<file path="config.mk">
export PLATFORM = sky130hd
export DESIGN_NAME = ate_sgr
export DESIGN_NICKNAME = d
export VERILOG_FILES = /design/src/rtl/core/ate_pkg.sv /design/src/rtl/core/ate_sgr.sv
export SDC_FILE = /design/constraint.sdc
export NUM_CORES = 1
export LEC_CHECK = 0
export BUFFER_PORTS_ARGS = -buffer_cell sky130_fd_sc_hd__buf_2
export CAP_MARGIN = 20
export CORE_ASPECT_RATIO = 1.4
export CORE_MARGIN = 3
export CORE_UTILIZATION = 48
export CTS_CLUSTER_DIAMETER = 60
export DETAILED_ROUTE_END_ITERATION = 12
export PLACE_DENSITY = 0.75
export SLEW_MARGIN = 20
export SYNTH_ARGS = -nofsm -noshare
export SYNTH_HDL_FRONTEND = slang
export SYNTH_SLANG_ARGS = --single-unit
</file>
<file path="constraint.sdc">
create_clock -name i_clk -period 1.9 [get_ports i_clk]
set_input_delay 0.38 -clock i_clk [delete_from_list [all_inputs] [get_ports i_clk]]
set_output_delay 0.38 -clock i_clk [all_outputs]
set_load 0.02 [all_outputs]
</file>
<file path="src/rtl/core/ate_pkg.sv">
// Shared types, codes and color maps for the ANSI text terminal engine.
// No dependencies; the SGR unit, the engine and the testbench import this package.
`timescale 1ns / 1ps
package ate_pkg;

    // Sequencer states of the engine
    typedef enum logic [2:0] {
        ST_CLEAR,
        ST_IDLE,
        ST_READ,
        ST_SGR,
        ST_COPY,
        ST_FILL,
        ST_TAB,
        ST_EMIT
    } t_state;

    // Escape parser states
    typedef enum logic [2:0] {
        PS_NORMAL,
        PS_ESC,
        PS_CSI,
        PS_OSC,
        PS_OSC_ESC
    } t_pstate;

    // One SGR parameter handed to the attribute unit
    typedef struct packed {
        logic        step;
        logic [15:0] param;
    } t_sgr_req;

    localparam logic [15:0] CELL_RESET = 16'h0720;
    localparam logic [7:0]  ATTR_RESET = 8'h07;

    // Control and plain bytes
    localparam logic [7:0] CH_BEL    = 8'h07;
    localparam logic [7:0] CH_BS     = 8'h08;
    localparam logic [7:0] CH_TAB    = 8'h09;
    localparam logic [7:0] CH_LF     = 8'h0A;
    localparam logic [7:0] CH_CR     = 8'h0D;
    localparam logic [7:0] CH_ESC    = 8'h1B;
    localparam logic [7:0] CH_SPACE  = 8'h20;
    localparam logic [7:0] CH_DIG0   = 8'h30;
    localparam logic [7:0] CH_DIG9   = 8'h39;
    localparam logic [7:0] CH_SAVE   = 8'h37;
    localparam logic [7:0] CH_REST   = 8'h38;
    localparam logic [7:0] CH_SEMI   = 8'h3B;
    localparam logic [7:0] CH_QMARK  = 8'h3F;
    localparam logic [7:0] CH_LBRACK = 8'h5B;
    localparam logic [7:0] CH_RBRACK = 8'h5D;

    // CSI final bytes
    localparam logic [7:0] FIN_UP     = 8'h41;
    localparam logic [7:0] FIN_DOWN   = 8'h42;
    localparam logic [7:0] FIN_RIGHT  = 8'h43;
    localparam logic [7:0] FIN_LEFT   = 8'h44;
    localparam logic [7:0] FIN_NEXTL  = 8'h45;
    localparam logic [7:0] FIN_PREVL  = 8'h46;
    localparam logic [7:0] FIN_COLUMN = 8'h47;
    localparam logic [7:0] FIN_POS    = 8'h48;
    localparam logic [7:0] FIN_EDISP  = 8'h4A;
    localparam logic [7:0] FIN_ELINE  = 8'h4B;
    localparam logic [7:0] FIN_SCRUP  = 8'h53;
    localparam logic [7:0] FIN_SCRDN  = 8'h54;
    localparam logic [7:0] FIN_POS2   = 8'h66;
    localparam logic [7:0] FIN_SET    = 8'h68;
    localparam logic [7:0] FIN_RESET  = 8'h6C;
    localparam logic [7:0] FIN_SGR    = 8'h6D;
    localparam logic [7:0] FIN_SAVE   = 8'h73;
    localparam logic [7:0] FIN_REST   = 8'h75;

    // SGR codes
    localparam logic [15:0] SGR_CLEAR   = 16'd0;
    localparam logic [15:0] SGR_BOLD    = 16'd1;
    localparam logic [15:0] SGR_REV     = 16'd7;
    localparam logic [15:0] SGR_NOBOLD  = 16'd22;
    localparam logic [15:0] SGR_NOREV   = 16'd27;
    localparam logic [15:0] SGR_FG_LO   = 16'd30;
    localparam logic [15:0] SGR_FG_HI   = 16'd37;
    localparam logic [15:0] SGR_FG_DEF  = 16'd39;
    localparam logic [15:0] SGR_BG_LO   = 16'd40;
    localparam logic [15:0] SGR_BG_HI   = 16'd47;
    localparam logic [15:0] SGR_BG_DEF  = 16'd49;
    localparam logic [15:0] SGR_FGB_LO  = 16'd90;
    localparam logic [15:0] SGR_FGB_HI  = 16'd97;
    localparam logic [15:0] SGR_BGB_LO  = 16'd100;
    localparam logic [15:0] SGR_BGB_HI  = 16'd107;

    // Private mode numbers
    localparam logic [15:0] PRIV_CURSOR  = 16'd25;
    localparam logic [15:0] PRIV_ALT     = 16'd1049;
    localparam logic [15:0] PRIV_ALT_OLD = 16'd47;

    // ANSI color index to CGA palette
    function automatic logic [3:0] normal_map(input logic [2:0] idx);
        logic [3:0] v;
        case (idx)
            3'd0: v = 4'd0;
            3'd1: v = 4'd4;
            3'd2: v = 4'd2;
            3'd3: v = 4'd6;
            3'd4: v = 4'd1;
            3'd5: v = 4'd5;
            3'd6: v = 4'd3;
            default: v = 4'd7;
        endcase
        return v;
    endfunction

    function automatic logic [3:0] bright_map(input logic [2:0] idx);
        return normal_map(idx) | 4'd8;
    endfunction

endpackage

</file>
<file path="src/rtl/core/ate_sgr.sv">
// SGR attribute unit: steps one parameter a cycle and holds colors and flags.
// Depends on ate_pkg.
`timescale 1ns / 1ps
module ate_sgr
    import ate_pkg::*;
(
    input  logic     i_clk,
    input  logic     i_rst_n,
    input  t_sgr_req i_req,
    output logic [7:0] o_attr
);
    logic [3:0] r_fg, n_fg;
    logic [3:0] r_bg, n_bg;
    logic       r_bold, n_bold;
    logic       r_rev, n_rev;

    // Hold color state
    always_ff @(posedge i_clk) begin
        if (!i_rst_n) begin
            r_fg   <= 4'd7;
            r_bg   <= 4'd0;
            r_bold <= 1'b0;
            r_rev  <= 1'b0;
        end else begin
            r_fg   <= n_fg;
            r_bg   <= n_bg;
            r_bold <= n_bold;
            r_rev  <= n_rev;
        end
    end

    // Apply one parameter
    always_comb begin
        logic [15:0] p;
        logic [2:0]  fi;
        logic [2:0]  bi;
        logic [2:0]  hi;
        logic [2:0]  gi;
        p      = i_req.param;
        fi     = 3'(p - SGR_FG_LO);
        bi     = 3'(p - SGR_BG_LO);
        hi     = 3'(p - SGR_FGB_LO);
        gi     = 3'(p - SGR_BGB_LO);
        n_fg   = r_fg;
        n_bg   = r_bg;
        n_bold = r_bold;
        n_rev  = r_rev;
        if (i_req.step) begin
            if (p == SGR_CLEAR) begin
                n_fg   = 4'd7;
                n_bg   = 4'd0;
                n_bold = 1'b0;
                n_rev  = 1'b0;
            end else if (p == SGR_BOLD) begin
                n_bold = 1'b1;
            end else if (p == SGR_NOBOLD) begin
                n_bold = 1'b0;
            end else if (p == SGR_REV) begin
                n_rev = 1'b1;
            end else if (p == SGR_NOREV) begin
                n_rev = 1'b0;
            end else if (p >= SGR_FG_LO && p <= SGR_FG_HI) begin
                n_fg = r_bold ? bright_map(fi) : normal_map(fi);
            end else if (p == SGR_FG_DEF) begin
                n_fg = 4'd7;
            end else if (p >= SGR_BG_LO && p <= SGR_BG_HI) begin
                n_bg = normal_map(bi);
            end else if (p == SGR_BG_DEF) begin
                n_bg = 4'd0;
            end else if (p >= SGR_FGB_LO && p <= SGR_FGB_HI) begin
                n_fg = bright_map(hi);
            end else if (p >= SGR_BGB_LO && p <= SGR_BGB_HI) begin
                n_bg = bright_map(gi);
            end
        end
    end

    // Swap nibbles in reverse video
    assign o_attr = r_rev ? {r_fg, r_bg} : {r_bg, r_fg};
endmodule

</file>
### Yosys cells after proc, flatten, opt, wreduce, memory -nomap -nowiden

Index checks and enable logic that the tools add are counted.
Widths: inputs -> output; s select.

| word-level totals | value |
|---|---|
| flip-flop bits (word level) | 10 |
| input port bits | 19 |
| output and inout port bits | 8 |
| word-level logic and storage cells | 107 |

| operators by class | value |
|---|---|
| add/subtract/negate cells | 4 |
| magnitude comparators | 8 |
| equal/unequal tests | 39 |
| multiplexer cells | 35 |
| reductions and logical operators | 17 |

Operators with widths:

| cell | number |
|---|---|
| $mux 4 | 22 |
| $pmux 3 s7 | 4 |
| $eq 3x3->1 const B | 12 |
| $eq 16x5->1 const B | 2 |
| $eq 16x6->1 const B | 2 |
| $ge 16x7->1 const B | 2 |
| $le 16x6->1 const B | 2 |
| $le 16x7->1 const B | 2 |
| $eq 3x2->1 const B | 8 |
| $eq 16x1->1 const B | 1 |
| $eq 16x3->1 const B | 1 |
| $ge 16x5->1 const B | 1 |
| $ge 16x6->1 const B | 1 |
| $logic_not 16->1 | 1 |
| $eq 3x1->1 const B | 4 |
| $logic_not 3->1 | 4 |
| $ne 2x2->1 const B | 6 |
| $ne 4x4->1 const B | 3 |
| $reduce_and 9->1 | 1 |
| $mux 1 | 8 |
| $mux 8 | 1 |
| $reduce_and 8->1 | 1 |
| $reduce_bool 4->1 | 2 |
| $reduce_bool 3->1 | 2 |
| 6 further kinds | 10 |

### Logic depth before layout (Yosys ltp)

| logic depth | value |
|---|---|
| word-level depth | 14 |
| mapped depth | 8 |
| gate-level depth less buffers | 7 |

### Worst setup path after synthesis

Ideal clock, no wire load.

| timing | value |
|---|---|
| kind | input -> register |
| start | input i_req[14] (netlist bit) |
| end | register r_fg[0] |
| setup time | 0.121 ns |
| arrival | 1.793 ns |
| data required time | 1.779 ns |
| slack | -0.014 ns |
| stages | 5 |
| path buffers | 0 |
| path through | nor4_4 -> and4b_2 -> o21ai_1 -> a211oi_4 -> mux2_4 |

| between the ends | value |
|---|---|
| longest elaborated chain between the ends | 8 |
| elaborated cells on any way between the ends | 31 |
| those cells by class | order compare (6); eq/ne (12); mux (7); reduce/logical (6) |

RTL lines:

| what | line | text |
|---|---|---|
| start, declared | ate_sgr.sv:9 | `input t_sgr_req i_req,` |
| $ge 16x5->1, or another cell as far along | ate_sgr.sv:62 | `end else if (p >= SGR_FG_LO && p <= SGR_FG_HI) begin` |
| $logic_and 1x1->1 / $mux 4 (equally long branches) | ate_sgr.sv:62, ate_sgr.sv:64 |  |
| $mux 4 | ate_sgr.sv:62 |  |
| $mux 4 | ate_sgr.sv:60 | `end else if (p == SGR_NOREV) begin` |
| $mux 4 | ate_sgr.sv:58 | `end else if (p == SGR_REV) begin` |
| $mux 4 | ate_sgr.sv:56 | `end else if (p == SGR_NOBOLD) begin` |
| $mux 4 | ate_sgr.sv:54 | `end else if (p == SGR_BOLD) begin` |
| $mux 4 | ate_sgr.sv:49 | `if (p == SGR_CLEAR) begin` |
| end signal, assigned | ate_sgr.sv:25 | `r_fg <= n_fg;` |
| end, declared | ate_sgr.sv:12 | `logic [3:0] r_fg, n_fg;` |

Several ways; a longest one is shown, not always the timed one. The select of a mux whose other input is x is not followed.
A chain may end at the register's enable or synchronous reset.

### Worst setup path in the final report

| timing | value |
|---|---|
| start | input i_req[13] (netlist bit) |
| end | register r_bg[0] |

| between the ends | value |
|---|---|
| longest elaborated chain between the ends | 10 |
| elaborated cells on any way between the ends | 37 |
| those cells by class | order compare (8); eq/ne (13); mux (9); reduce/logical (7) |

RTL lines:

| what | line | text |
|---|---|---|
| $ge 16x6->1, or another cell as far along | ate_sgr.sv:66 | `end else if (p >= SGR_BG_LO && p <= SGR_BG_HI) begin` |
| $logic_and 1x1->1 / $mux 4 (equally long branches) | ate_sgr.sv:66, ate_sgr.sv:68 |  |
| $mux 4 | ate_sgr.sv:66 |  |
| $mux 4 | ate_sgr.sv:64 | `end else if (p == SGR_FG_DEF) begin` |
| $mux 4 | ate_sgr.sv:62 |  |
| $mux 4 | ate_sgr.sv:60 |  |
| $mux 4 | ate_sgr.sv:58 |  |
| $mux 4 | ate_sgr.sv:56 |  |
| $mux 4 | ate_sgr.sv:54 |  |
| $mux 4 | ate_sgr.sv:49 |  |
| end signal, assigned | ate_sgr.sv:26 | `r_bg <= n_bg;` |
| end, declared | ate_sgr.sv:13 | `logic [3:0] r_bg, n_bg;` |

Several ways; a longest one is shown, not always the timed one. The select of a mux whose other input is x is not followed.

==> run metrics <==
status complete, no violations; end point of the critical path r_bg[0]; WL final 2962 microns; CTS clk-pin slew, worst paths 0.06 ns; share of cells above drive strength 1 41.30%; Total Power 0.0005392 W; RSZ-0062 raised after global routing no; # rows 19; Seq cells post-synth 10; routed metal-1 wirelength 1168 microns; Warnings, synthesis 0; Cells after DPL 200; gr ovfl total 0; Synth Area in Simple Gates 37.44%; post-synthesis sequential area ratio 18.10%; synth top area cells dfxtp_1 (18%), mux2_2 (8.1%), mux2i_1 (6.3%); non-filler instance count after layout 205; vias in the first global route 1158; post-synthesis net count 156; measured slew at the worst slew-check pin 0.3670 ns; largest family of logic cells by synthesized area simple AND/OR/NAND/NOR gates; Synth top area share 18.10%; Worst setup SP type input pin; largest net degree at the start of global routing 17; Pins Over Slew Limit 0; post-synthesis xor/xnor area fraction 0%; WP data arrival 1.95 ns; mux contribution to synthesized area 15.84%; Nets 206; clock buffer count from CTS 3; DRC viols 0; Wirelength per Cell 14.45 microns; Unique masters post-synth 49; Mapped Area 1106 sq um; fmax 0.5667 GHz; via count 1211; Die Span X 46.57 microns; Critical Path Fanout Max 5; count of final hold-check violations 0; first-pass GRT wire length 5002 microns; root buffer cell clkbuf_4; IO Port Bufs 26; Placer Congestion 0.8892; Post-CTS Hold Fix Bufs 0; Area after DPL 1410 sq um; Hold Path Class in -> reg; kind of critical path in -> reg; worst-skew pair later-pin latency 0.26 ns; number of I/O pins 27; clk buf depth 2; Resized Gates After CTS 0; first drt pass iteration count 4; Mean Syn Cell Area 8.193 sq um; DIE AREA 2924 sq um; fin crit period 1.765 ns; CTS H-tree lvls 1; fillers 175; slew margin rel. 75.35%; DRT antenna net count 0; period utilization 92.88%; peak supply drop 0.1910 mV; wire length on met2 1542 microns; Iteration-0 DRC Markers 36; clock tree sinks 10; Post-synth EDFFs 0; ant diodes 0; post-synthesis compound-gate area fraction 21.04%; post-layout util 70.30%; via/cell ratio 5.907; Core ar. 2068 sq um; initial core utilization 53.48%; leading area contributor after synthesis dfxtp_1; PD cells 370.9 nW/um^2; # Max-Cap Violations 0; Critical Path RT 2.09 ns; GRT Util Overall 22.57%; final setup TNS 0 ns; Syn Inst Count 135; Post-synth ARST share 0%; Synth Flop Type dfxtp_1; wire length on met3 127 microns; reg2reg start r_rev; Max Used Layer met4; Worst Reg-to-Reg Cells 2; final design area excluding fillers 1454 sq um; Die Y 62.80 microns; number of setup violations in the final report 0; r2r setup slk 0.97 ns; antenna violations before repair 0; CP startpoint i_req[13]; Leak 0.5810 nW; Post-DP HPWL 2452 microns; Critical Path Sink Type flop; synth-to-layout area growth 31.45%; Synth Area in Adders 2.262%; Worst Clk Skew 0.004260 ns; reg-to-reg endpoint r_rev; CTS tree built
[area by class of cell]
type	count	area [sq um]	area share, %
clock buffer	4	36.28	2.496
tap	21	26.28	1.807
sequential	10	200.2	13.77
multi-input combinational	114	847.1	58.26
timing repair buffer	53	332.8	22.89
inverter	3	11.26	0.7745
[Yosys cell counts, types with 4 or more instances]
cell,instances
a21oi_1,4
dfxtp_1,10
mux2_2,8
mux2i_1,7
nand2_1,15
nand3_1,6
nor2_1,9
nor2b_1,4
nor3_1,5
o21ai_0,6
[how the worst min path moves through the flow]
stage	end	slack [ns]	from	cells after the start
finish	r_bold	0.46	i_rst_n	2
global route	r_bold	0.47	i_rst_n	2
CTS	r_bold	0.46	i_rst_n	2
detailed placement	r_bg[1]	0.47	r_bg[1]	2
global placement	r_bg[0]	0.45	r_bg[0]	2
floorplan	r_bg[0]	0.44	r_bg[0]	2
[worst max-delay path: stages]
cell	delay, ns
buf_2	0.11
nor4_4	0.40
nand3_4	0.14
buf_4	0.18
a21o_1	0.19
a211oi_2	0.18
buf_4	0.17
mux2i_1	0.19
[cell usage in the layout, fill, tap and decap left out, types with 2 or more instances in the layout]
cell type	count
o21ai_0	6
a31oi_1	2
o21a_1	2
nor3b_1	2
nand3b_1	3
nor3_1	5
or4_1	2
o211ai_1	3
a21oi_1	4
inv_1	2
nor2_1	9
nor4_4	2
mux2i_1	7
nand4_1	3
nand2b_1	2
ha_1	2
buf_4	27
nand2_1	15
nand3_1	6
mux2_2	8
and3_1	3
nor2b_1	4
buf_2	26
clkbuf_4	3
a21boi_0	2
dfxtp_1	10
nand4b_1	2
[metrics by stage]
stage          setup WS [ns]  hold WS (ns)
3_3_place_gp        -0.09336        0.4518
5_1_grt             0.009289        0.4730
2_1_floorplan       -0.01381        0.4418
6_report              0.1353        0.4607
3_5_place_dp         -0.1403        0.4670
4_1_cts               0.1255        0.4590
[sequential cells by signal, summed over array words and instances, names as in the netlist]
register / cells
r_bold: 1
r_fg: 4
r_rev: 1
r_bg: 4
[timing repair]
action / 4_1_cts / 5_1_grt
setup buffers: 0 / 1
hold endpoints to repair: 0 / 0
setup endpoints to repair: 0 / 1
[cell families after synthesis]
| group | after synthesis |
|---|---|
| adder cells (fa/ha/maj) | 2 |
| AO/OA/AOI/OAI | 29 |
| multiplexers | 16 |
| buffers and inverters | 11 |
| flip-flops | 10 |
| AND/OR/NAND/NOR | 67 |
[layer usage]
layer	vias up	GRT usage [%]
li1	608	-
met1	556	26.33
met2	36	37.93
met3	11	1.729
met4	0	12.46
met5	-	0
[power by group]
group,internal (W),switching (W)
logic,0.0000647,0.0000796
registers,0.000210,0.0000000191
clock network,0.000116,0.0000692
Power figures use the tool's default switching activity.
