===== config.mk =====
export PLATFORM = sky130hd
export DESIGN_NAME = ate_ram
export DESIGN_NICKNAME = d
export VERILOG_FILES = /design/src/rtl/core/ate_ram.sv
export SDC_FILE = /design/constraint.sdc
export NUM_CORES = 1
export LEC_CHECK = 0
export BUFFER_PORTS_ARGS = -buffer_cell sky130_fd_sc_hd__buf_4
export CORE_MARGIN = 2
export CORE_UTILIZATION = 45
export DETAILED_ROUTE_END_ITERATION = 8
export SLEW_MARGIN = 10
export SYNTH_ARGS = -nofsm -noshare
export SYNTH_HDL_FRONTEND = slang
export SYNTH_SLANG_ARGS = --single-unit

===== constraint.sdc =====
create_clock -name i_clk -period 5.14 [get_ports i_clk]
set_input_delay 1.285 -clock i_clk [delete_from_list [all_inputs] [get_ports i_clk]]
set_output_delay 1.285 -clock i_clk [all_outputs]
set_load 0.03 [all_outputs]

===== src/rtl/core/ate_ram.sv =====
// Generic simple dual-port RAM: one write port, one registered read port.
// No dependencies.
`timescale 1ns / 1ps
module ate_ram #(
    parameter int WIDTH = 16,
    parameter int DEPTH = 16
) (
    input  logic                     i_clk,
    input  logic                     i_we,
    input  logic [$clog2(DEPTH)-1:0] i_waddr,
    input  logic [WIDTH-1:0]         i_wdata,
    input  logic [$clog2(DEPTH)-1:0] i_raddr,
    output logic [WIDTH-1:0]         o_rdata
);
    logic [WIDTH-1:0] r_mem [DEPTH];
    logic [WIDTH-1:0] r_rdata;

    // Write and registered read
    always_ff @(posedge i_clk) begin
        if (i_we) begin
            r_mem[i_waddr] <= i_wdata;
        end
        r_rdata <= r_mem[i_raddr];
    end

    assign o_rdata = r_rdata;
endmodule


After elaboration in Yosys (flattened, before gate mapping)

Memory sizes are Yosys's and may differ from the RTL's. A register that Yosys moved wholly into a read port is not among the register bits.
Index checks and enable logic that the tools add are counted.

Flip-flop bits (word level): 0
Memories kept: 1
Output and inout bits: 16
Input bits: 26
Logic and storage cells: 3
Memory bits (writable): 256

Muxes and demuxes: 2

Memories:

| memory | depth | bits a word | read ports | clocked after Yosys merged registers in | wr ports | line | text |
|---|---|---|---|---|---|---|---|
| r_mem  | 16    | 16          | 1          | 1                                       | 1        | 15   | `logic [WIDTH-1:0] r_mem [DEPTH];` |

Operators with widths:

| kind             | number |
|---|---|
| 1-bit 2-to-1 mux | 2 |

Depth between registers and ports, before layout

Gate-level depths: netlist of the first run.

Depth after elaboration: 2
Gate-level depth with buffers: 5
Depth with buffers taken out: 3

Worst setup path before layout of the first run

Ideal clock, no wire load.

Path kind: input to register
From: input i_waddr[2]
To: memory r_mem[0][0], enable pin
Setup time: 0.409 ns
Required time: 4.731 ns
Buffers on the path: 0
Arrival: 2.931 ns
Stages: 2
Slack: 1.800 ns
Cells stage by stage: or3b_2 nor3_1

RTL lines:

| item            | line | text |
|---|---|---|
| start, declared | 10   | `input logic [$clog2(DEPTH)-1:0] i_waddr,` |
| end, declared   | 15   |  |

No word-level cell before the write port.

Final worst setup path of the first run

From: input i_waddr[2]
To: memory r_mem[8][14], enable pin

No word-level cell before the write port.

==> metrics, run 1 <==
setup tns final=0 ns; DRC violations left=0; # hold bufs at CTS=0; share of cells above drive strength 1=32.3%; Final setup viols=0; GR Util met3=2.81%; clock root buffer=clkbuf_16; core footprint=21,900 um2; post-synth top area share=between 70% and 80%; nets=527; crit path capture=r_mem[8][14]; final hold violation count=0; Netlist cell types=19; Synth async-reset ratio=0%; max-slew violation count=0; Arr. time, crit path=2.89 ns; Max Root-Sink Buffers=3; Setup crit start=i_waddr[2]; H-tree levels=1; Max-Cap Viols=0; Iter 0 DRT Violations=509; r2r startpoint=r_mem[2][13]; setup slack, reg-to-reg=3.85 ns; Most used DFF post-synth=edfxtp_1; first-pass GRT wire length=around 31,000 um; Placed Area=10,800 um2; Clk pin slew, worst setup/hold paths=0.06 ns; Placer Congestion=about 0.73; Syn Nets=458; TritonCTS clock tree=yes; period utilization=between 50% and 60%; io pins=42; routed wire length=between 20,000 and 25,000 um; CP Launch Type=primary input; port bufs=41; drt via density=5.86; design area=11,600 um2; Worst EP required=~5.4 ns; initial antenna violation count=0; total clock sinks=272; Netlist Area Pre-Place=about 10,000 um2; GRT overflow=0; area leader, netlist=edfxtp_1; vias in the first global route=4,835; synth top area cells=edfxtp_1 77%, mux4_2 12%, dfxtp_1 3.2%, mux4_1 2.6%, a22oi_1 2.4%; total track usage=18.0%; Reg2Reg Capture Point=o_rdata[13]; EDFF count, synth=between 200 and 300; crit path kind=primary input to flip-flop; Worst Tran Pin Value=1.17 ns; Final Skew=0.0157 ns; CTS Buf Count=28; n_diodes=0; most common cell in the netlist=edfxtp_1; gr busiest metal=met1; Pleak=3.79 nW; Final HPWL DP=11,300 um; Routed Antenna Nets=0; Post-Syn Instances=432; via count=around 4,700; Die Y=153 um; die area=23,500 um2; crit path time final=2.67 ns; Die W=around 150 um; largest net degree at the start of global routing=65; Initial Utilization=45.9%; Fill cells=1,671; worst skew pair latency=0.53 ns; Area growth syn-to-layout=16.0%; routed length per instance=26.0 um; synth warn=0; Worst setup EP type=flip-flop; max frequency=375 MHz; Worst R2R Path Depth=3; count of TritonRoute iterations in the first routing pass=4; status=finished, final reports clean; Seq/Total Area, Yosys=between 70% and 80%; synthesized flop and latch total=~270; cts repair resizes=0; slew margin rel.=a little over a fifth; Pwr Density=397 nW/um2; Post-Syn Area per Cell=23.2 um2; Hold Path Class=flip-flop to flip-flop; setup bufs post-CTS=0; met1 Track Usage GR=~28%; RSZ-0062 raised after global routing=no; Worst IR Drop VDD=0.235 mV; top cells by count, synth=256 x edfxtp_1, 54 x mux4_2, 32 x a22oi_1, 17 x nand2_1, 16 x dfxtp_1; CP max FO=9; met2 GRT Util=27.4%; # rows=54
## registers in the layout (all words and copies together) (netlist names)
signal	flops
r_mem	256
o_rdata	16
## where the power goes
part,internal (W),total (W),leakage [nW],switching (W)
Combinational,0.000104,0.000255,0.927,0.000150
Sequential,0.00248,0.00250,2.45,0.0000150
Clock,0.00112,0.00187,0.418,0.000750
Total,0.00371,0.00462,3.79,0.000915
## cell usage in the layout, fill, tap and decap left out
cell         n
buf_4       59
clkbuf_16   29
dfxtp_1     16
clkinv_1     1
clkbuf_8     3
nand3b_1     2
mux4_1      10
nor2_2      12
nor2b_2      2
nor2_1       1
nand3_1      1
and2_1       1
clkbuf_1    13
nor3_2       4
buf_12       1
a22oi_1     32
bufinv_16    1
edfxtp_1   256
mux4_2      54
or3b_2       1
nand2b_1     2
nand2_1     17
clkinv_2     2
## worst min path at each step
| stage | from | endpoint | slack, ns | cells past startpoint |
|---|---|---|---|---|
| after detailed placement | r_mem[15][12] | o_rdata[12] | 0.66 | 3 |
| after global routing | r_mem[14][1] | o_rdata[1] | 0.69 | 3 |
| after floorplan | r_mem[14][0] | o_rdata[0] | 0.63 | 3 |
| final | r_mem[15][1] | o_rdata[1] | 0.67 | 3 |
| after global placement | r_mem[11][6] | o_rdata[6] | 0.65 | 3 |
| after CTS | r_mem[15][1] | o_rdata[1] | 0.68 | 3 |
## area by class of cell
type | instances | area [um2] | area share (%)
Timing Repair Buffer | 60 | 463 | 3.97
Tap cell | 280 | 350 | 3.01
Sequential cell | 272 | 8010 | 68.8
Multi-Input combinational cell | 139 | 1970 | 16.9
Clock buffer | 45 | 816 | 7.00
Clock inverter | 4 | 43.8 | 0.376
## worst max-delay path: stages
cell and delay, ns:
buf_4 0.12, nand3b_1 0.27, nor3_2 0.87, buf_4 0.35
## metrics by stage
stage	power (W)	hold WS, ns	utilization, %	setup slack, ns	instances
floorplan	0.00269	0.635	-	1.80	432
global placement	0.00279	0.653	49.3	1.96	751
detailed placement	0.00280	0.661	49.3	1.95	751
CTS	0.00466	0.677	53.2	2.49	800
global route	0.00478	0.690	53.2	2.37	800
finish	0.00462	0.670	53.2	2.47	800
## routing by layer
layer / up-vias / routed length, um
li1: 1973 / -
met1: 2539 / 9470
met2: 139 / 9820
met3: 35 / 986
met4: 0 / 488
met5: - / 0
## kinds of logic (layout without fill, tap and decap cells)
family                 after synthesis  count (layout)  share of synthesized area, %
flip-flops                         272             272                          79.7
multiplexers                        64              64                          14.7
AND/OR/NAND/NOR                     43              43                          1.92
AO/OA/AOI/OAI                       32              32                          2.39
buffers and inverters               21             109                          1.23
Power figures use the tool's default switching activity.
==> run 2: changes to the inputs <==
==> constraint.sdc (replaced) <==
create_clock -name i_clk -period 2.4 [get_ports i_clk]
set_input_delay 0.6 -clock i_clk [delete_from_list [all_inputs] [get_ports i_clk]]
set_output_delay 0.6 -clock i_clk [all_outputs]
set_load 0.03 [all_outputs]
==> run 2 against run 1 <==
Effect of this change:
- routed wire length fell by 0.90%
- critical endpoint is now o_rdata[8]
- clock skew decreased by 0.0092 ns
- highest routed layer unchanged
- design area up 0.41%
- largest power group unchanged
==> metrics, run 2 (same netlist as run 1, synthesis figures left out) <==
Seq pwr share=55.6% (was 54.0%); CTS Buf Count=26 (was 28); count of TritonRoute iterations in the first routing pass=5 (was 4); Pint=0.00767 W (was 0.00371 W); Worst setup EP type=output port (was flip-flop); # hold bufs at CTS=0 (unchanged); crit path kind=flip-flop to output port (was primary input to flip-flop); crit path time final=between 1.5 and 2 ns; slew margin rel.=30.5% (was 21.5%); via count=4,663 (was 4,686); period utilization=69.1%; Worst Tran Pin Value=1.04 ns (was 1.17 ns); commonest non-fill, non-tap cell in the layout=edfxtp_1 (unchanged); largest net degree at the start of global routing=29 (was 65); Final HPWL DP=11,400 um (was 11,300 um); critical path's slowest cell=dfxtp_1 (was nor3_2); setup tns final=0 ns (unchanged); most frequent cells in the layout=256 x edfxtp_1, 66 x buf_4, 54 x mux4_2, 32 x a22oi_1, 27 x clkbuf_16 (was 256 x edfxtp_1, 59 x buf_4, 54 x mux4_2, 32 x a22oi_1, 29 x clkbuf_16); Final Worst Setup Slack=0.743 ns (was 2.47 ns); DRC violations left=0 (unchanged); max frequency=603 MHz; Arr. time, crit path=1.06 ns (was 2.89 ns); clock network fraction of total power=38.6% (was 40.5%); Sw Pwr=0.00194 W (was 0.000915 W); Clk pin slew, worst setup/hold paths=0.06 ns (about the same); Routed Antenna Nets=0 (unchanged); final hold violation count=0 (unchanged); Iter 0 DRT Violations=458 (was 509); initial antenna violation count=0 (unchanged); routed length per instance=25.4 um (was 26.0 um); Initial Utilization=45.9% (unchanged); share of cells above drive strength 1=32.7% (was 32.3%); CP delay by family, top=flip-flops (was simple AND/OR/NAND/NOR gates); H-tree levels=1 (unchanged); vias in the first global route=4,914 (was 4,835); total track usage=18.0% (about the same); Max Root-Sink Buffers=3 (unchanged); worst stage delay on the critical path=0.36 ns (was 0.87 ns); die area=23,500 um2 (unchanged); Pwr Density=822 nW/um2 (was 397 nW/um2); CP max FO=1 (was 9); GRT overflow=0 (unchanged); Worst IR Drop VDD=0.583 mV (was 0.235 mV); setup bufs post-CTS=0 (unchanged); Sw Ratio=20.2% (was 19.8%); largest register by flop count=r_mem (unchanged); status=finished, final reports clean (unchanged); Final setup viols=0 (unchanged); n_diodes=0 (unchanged); Placer Congestion=0.715 (was 0.731); Comb power frac=5.8% (was 5.5%); # rows=54 (unchanged); clock root buffer=clkbuf_16 (unchanged); worst skew pair latency=0.52 ns (was 0.53 ns); Die Y=153 um (unchanged); Area growth syn-to-layout=16.4% (was 16.0%); DP Worst Slack=0.311 ns (was 1.95 ns); Final Skew=0.00644 ns (was 0.0157 ns); routed wire length=20,600 um (was 20,800 um); first-pass GRT wire length=31,100 um (was 31,000 um); total clock sinks=272 (unchanged); Die W=153 um (unchanged); RSZ-0062 raised after global routing=no (unchanged); nets=536 (was 527); io pins=42 (unchanged); Hold Path Class=primary input to flip-flop (was flip-flop to flip-flop); max reg flops=256 (unchanged); CP Launch Type=flip-flop (was primary input); max-slew violation count=0 (unchanged); Buf/Inv on CP=1 (was 2); core footprint=21,900 um2 (unchanged); Pleak=3.82 nW (was 3.79 nW); cts repair resizes=0 (unchanged); Max-Cap Viols=0 (unchanged); port bufs=41 (unchanged); Worst EP required=1.80 ns (was 5.36 ns); drt via density=5.76 (was 5.86); TritonCTS clock tree=yes (unchanged); CP Cell Sequence=buf_4 (was buf_4 > nand3b_1 > nor3_2 > buf_4)
==> run 2: worst paths after layout <==
check	start	endpoint	slack, ns	cells after the start
worst max-delay path	o_rdata[8]	o_rdata[8]	0.74	1
worst min-delay path	i_wdata[12]	r_mem[8][12]	0.37	1
worst max register to register	r_mem[1][4]	o_rdata[4]	1.06	3
worst min register to register	r_mem[14][14]	o_rdata[14]	0.66	3
==> run 2: per-layer routing <==
metal / global-route usage [%] / vias to the layer above / wire length [um]
li1: - / 1993 / -
met1: 26.5 / 2480 / 9030
met2: 28.4 / 156 / 9810
met3: 2.69 / 34 / 1300
met4: 4.98 / 0 / 432
met5: 0 / - / 0
==> run 2: final cells by class <==
class / instances / area, um2
Timing Repair Buffer: 71 / 596
Fill cell: 1701 / 10200
Tap cell: 280 / 350
Multi-Input combinational cell: 139 / 1970
Clock buffer: 41 / 748
Clock inverter: 6 / 25.0
Sequential cell: 272 / 8010
==> run 2: through the flow <==
step	total power, W	cells	area (um2)	util, %	hold WS (ns)
floorplan	0.00576	432	10000	-	0.635
global placement	0.00600	762	10900	49.9	0.655
detailed placement	0.00601	762	10900	49.9	0.659
CTS	0.00971	809	11700	53.4	0.358
global route	0.00993	809	11700	53.4	0.374
finish	0.00962	809	11700	53.4	0.370
==> run 2: power by group through the flow <==
stage | Clock [W] | Combinational, W | Sequential, W
floorplan | 0 | 0.000259 | 0.00550
global placement | 0 | 0.000562 | 0.00544
detailed placement | 0 | 0.000571 | 0.00544
CTS | 0.00380 | 0.000573 | 0.00534
global route | 0.00398 | 0.000605 | 0.00535
finish | 0.00371 | 0.000562 | 0.00534
==> run 3: changes to the inputs <==
--- a/config.mk
+++ b/config.mk
@@ -5,6 +5,7 @@
 export SDC_FILE = /design/constraint.sdc
 export NUM_CORES = 1
 export LEC_CHECK = 0
+export ABC_AREA = 1
 export BUFFER_PORTS_ARGS = -buffer_cell sky130_fd_sc_hd__buf_4
 export CORE_MARGIN = 2
 export CORE_UTILIZATION = 45
==> constraint.sdc (replaced) <==
create_clock -name i_clk -period 1.5 [get_ports i_clk]
set_input_delay 0.375 -clock i_clk [delete_from_list [all_inputs] [get_ports i_clk]]
set_output_delay 0.375 -clock i_clk [all_outputs]
set_load 0.03 [all_outputs]
==> run 3 against run 2 <==
Effect of this change:
- global-route usage increased by 3.2 points
- power increased by 73%
- synthesized cell count increased by 150%
- critical path depth unchanged
- routed wire length increased by 33%
- first-iteration DRC count increased by 53%
- via count increased by 61%
- non-clock buffer count increased by 33
- combinational power increased by 120%
- core utilization increased by 0.49 points
==> metrics, run 3 <==
clock network fraction of total power=41.0% (was 38.6%); total track usage=21.1% (was 18.0%); H-tree levels=1 (unchanged); synth top area cells=edfxtp_1 68%, nand2_1 11%, nand3_1 8.5%, inv_1 6.5%, dfxtp_1 2.8% (was edfxtp_1 77%, mux4_2 12%, dfxtp_1 3.2%, mux4_1 2.6%, a22oi_1 2.4%); max frequency=679 MHz; # hold bufs at CTS=0 (unchanged); crit path time final=1.47 ns; Sw Ratio=22.1% (was 20.2%); area leader, netlist=edfxtp_1 (unchanged); EDFF count, synth=256 (unchanged); Worst EP required=1.12 ns (was 1.80 ns); clock root buffer=clkbuf_16 (unchanged); Hold Path Class=primary input to flip-flop (unchanged); Initial Utilization=45.5% (was 45.9%); CP Cell Sequence=buf_4 (unchanged); core footprint=25,000 um2 (was 21,900 um2); synthesized flop and latch total=272 (unchanged); Final HPWL DP=16,800 um (was 11,400 um); worst stage delay on the critical path=0.38 ns (was 0.36 ns); Pleak=5.81 nW (was 3.82 nW); most common cell in the netlist=nand2_1 (was edfxtp_1); final hold violation count=0 (unchanged); DRC violations left=0 (unchanged); worst skew pair latency=0.55 ns (was 0.52 ns); Seq pwr share=51.6% (was 55.6%); slew margin rel.=76.0% (was 30.5%); Iter 0 DRT Violations=701 (was 458); Finished Layout Cells=1,510 (was 809); status=finished, final reports clean (unchanged); total clock sinks=272 (unchanged); Post-Syn Instances=1,074 (was 432); routed length per instance=18.1 um (was 25.4 um); Die W=163 um (was 153 um); CP Launch Type=flip-flop (unchanged); Final setup viols=0 (unchanged); max-slew violation count=0 (unchanged); nets=1,184 (was 536); RSZ-0062 raised after global routing=no (unchanged); Area growth syn-to-layout=18.6% (was 16.4%); crit path kind=flip-flop to output port (unchanged); Clk pin slew, worst setup/hold paths=0.06 ns (about the same); cts repair resizes=4 (was 0); Most used DFF post-synth=edfxtp_1 (unchanged); CP delay by family, top=flip-flops (unchanged); Routed Antenna Nets=0 (unchanged); Seq/Total Area, Yosys=70.4% (was 79.7%); die area=26,600 um2 (was 23,500 um2); CTS Buf Count=29 (was 26); Sw Pwr=0.00367 W (was 0.00194 W); Max-Cap Viols=0 (unchanged); Fill cells=2,126 (was 1,701); CP max FO=1 (unchanged); routed wire length=27,400 um (was 20,600 um); Final Skew=0.0183 ns (was 0.00644 ns); Synth async-reset ratio=0% (unchanged); Netlist Area Pre-Place=11,400 um2 (was 10,000 um2); top cells by count, synth=341 x nand2_1, 256 x edfxtp_1, 196 x inv_1, 193 x nand3_1, 19 x buf_2 (was 256 x edfxtp_1, 54 x mux4_2, 32 x a22oi_1, 17 x nand2_1, 16 x dfxtp_1); commonest non-fill, non-tap cell in the layout=nand2_1 (was edfxtp_1); Max Root-Sink Buffers=3 (unchanged); io pins=42 (unchanged); share of cells above drive strength 1=13.9% (was 32.7%); TritonCTS clock tree=yes (unchanged); vias in the first global route=7,191 (was 4,914); max reg flops=256 (unchanged); Comb power frac=7.4% (was 5.8%); period utilization=98.2%; Worst Tran Pin Value=0.360 ns (was 1.04 ns); Pint=0.0129 W (was 0.00767 W); count of TritonRoute iterations in the first routing pass=5 (unchanged); Post-Syn Area per Cell=10.6 um2 (was 23.2 um2); Worst setup EP type=output port (unchanged); GRT overflow=0 (unchanged); largest net degree at the start of global routing=33 (was 29); first-pass GRT wire length=41,900 um (was 31,100 um); Placed Cells=1,457 (was 762); via count=7,491 (was 4,663); initial antenna violation count=1 (was 0); Netlist cell types=13 (was 19); Arr. time, crit path=1.10 ns (was 1.06 ns); Buf/Inv on CP=1 (unchanged); setup bufs post-CTS=0 (unchanged); Syn Nets=1,100 (was 458); most frequent cells in the layout=341 x nand2_1, 256 x edfxtp_1, 196 x inv_1, 193 x nand3_1, 82 x buf_4 (was 256 x edfxtp_1, 66 x buf_4, 54 x mux4_2, 32 x a22oi_1, 27 x clkbuf_16); setup tns final=0 ns (unchanged); critical path's slowest cell=dfxtp_1 (unchanged); Worst IR Drop VDD=0.852 mV (was 0.583 mV); # rows=58 (was 54); post-synth top area share=67.5% (was 76.5%); Die Y=163 um (was 153 um); Placer Congestion=0.807 (was 0.715); largest register by flop count=r_mem (unchanged); setup slack, reg-to-reg=0.52 ns (was 1.06 ns); port bufs=41 (unchanged); synth warn=0 (unchanged); Pwr Density=1230 nW/um2 (was 822 nW/um2); drt via density=4.96 (was 5.76)
-- run 3: cell types whose count changed after synthesis, sizes merged, moves of 2 or more --
cell / previous run / this run
a22oi: 32 / 0
nand2: 17 / 341
inv: 0 / 198
clkbuf: 8 / 10
nor2b: 2 / 0
nand2b: 2 / 0
nor2: 13 / 17
nor3: 4 / 0
buf: 13 / 41
nand3: 1 / 193
mux4: 64 / 0
-- run 3: worst paths after layout --
kind	from	to	depth (start not counted)
max	o_rdata[8]	o_rdata[8]	1
min	i_wdata[5]	r_mem[4][5]	1
max reg2reg	r_mem[5][0]	o_rdata[0]	6
min reg2reg	r_mem[10][6]	o_rdata[6]	6
-- run 3: layer usage --
layer  routed length (um)  global-route usage, %  vias up
met1                12600                   30.6     3587
met4                  507                   6.07        0
li1                     -                      -     3631
met5                    0                      0        -
met3                 1840                   3.76       42
met2                12400                   33.0      231
-- run 3: per-stage QoR --
step | utilization, % | hold slack [ns] | instance area [um2] | power (W) | worst slack [ns]
2_1_floorplan | - | 0.474 | 11400 | 0.00937 | -0.175
3_3_place_gp | 50.3 | 0.637 | 12600 | 0.00994 | -0.0695
3_5_place_dp | 50.3 | 0.642 | 12600 | 0.00995 | -0.0771
4_1_cts | 53.9 | 0.117 | 13500 | 0.0167 | 0.0149
5_1_grt | 53.9 | 0.137 | 13500 | 0.0172 | 0.00687
6_report | 53.9 | 0.133 | 13500 | 0.0166 | 0.0263
-- run 3: power by group through the flow --
stage	logic, W	clock network [W]	registers [W]
5_1_grt	0.00135	0.00723	0.00857
3_5_place_dp	0.00123	0	0.00872
6_report	0.00123	0.00681	0.00856
2_1_floorplan	0.000577	0	0.00880
3_3_place_gp	0.00122	0	0.00872
4_1_cts	0.00124	0.00693	0.00856
-- run 3: cell type report --
class / count / area (um2) / area share [%]
clock buffer: 33 / 741 / 5.49
antenna: 1 / 2.50 / 0.0185
inverter: 198 / 746 / 5.52
clock inverter: 19 / 163 / 1.20
tap: 330 / 413 / 3.06
sequential: 272 / 8010 / 59.4
timing repair buffer: 104 / 1060 / 7.82
multi-input combinational: 553 / 2360 / 17.5
-- run 3: kinds of logic (layout without fill, tap and decap cells) --
| kind of cell | count (synthesis) | in the layout | share of synthesized area, % |
|---|---|---|---|
| flip-flops | 272 | 272 | 70.4 |
| other | 0 | 1 | 0 |
| AND/OR/NAND/NOR | 553 | 553 | 20.4 |
| buffers and inverters | 249 | 354 | 9.21 |
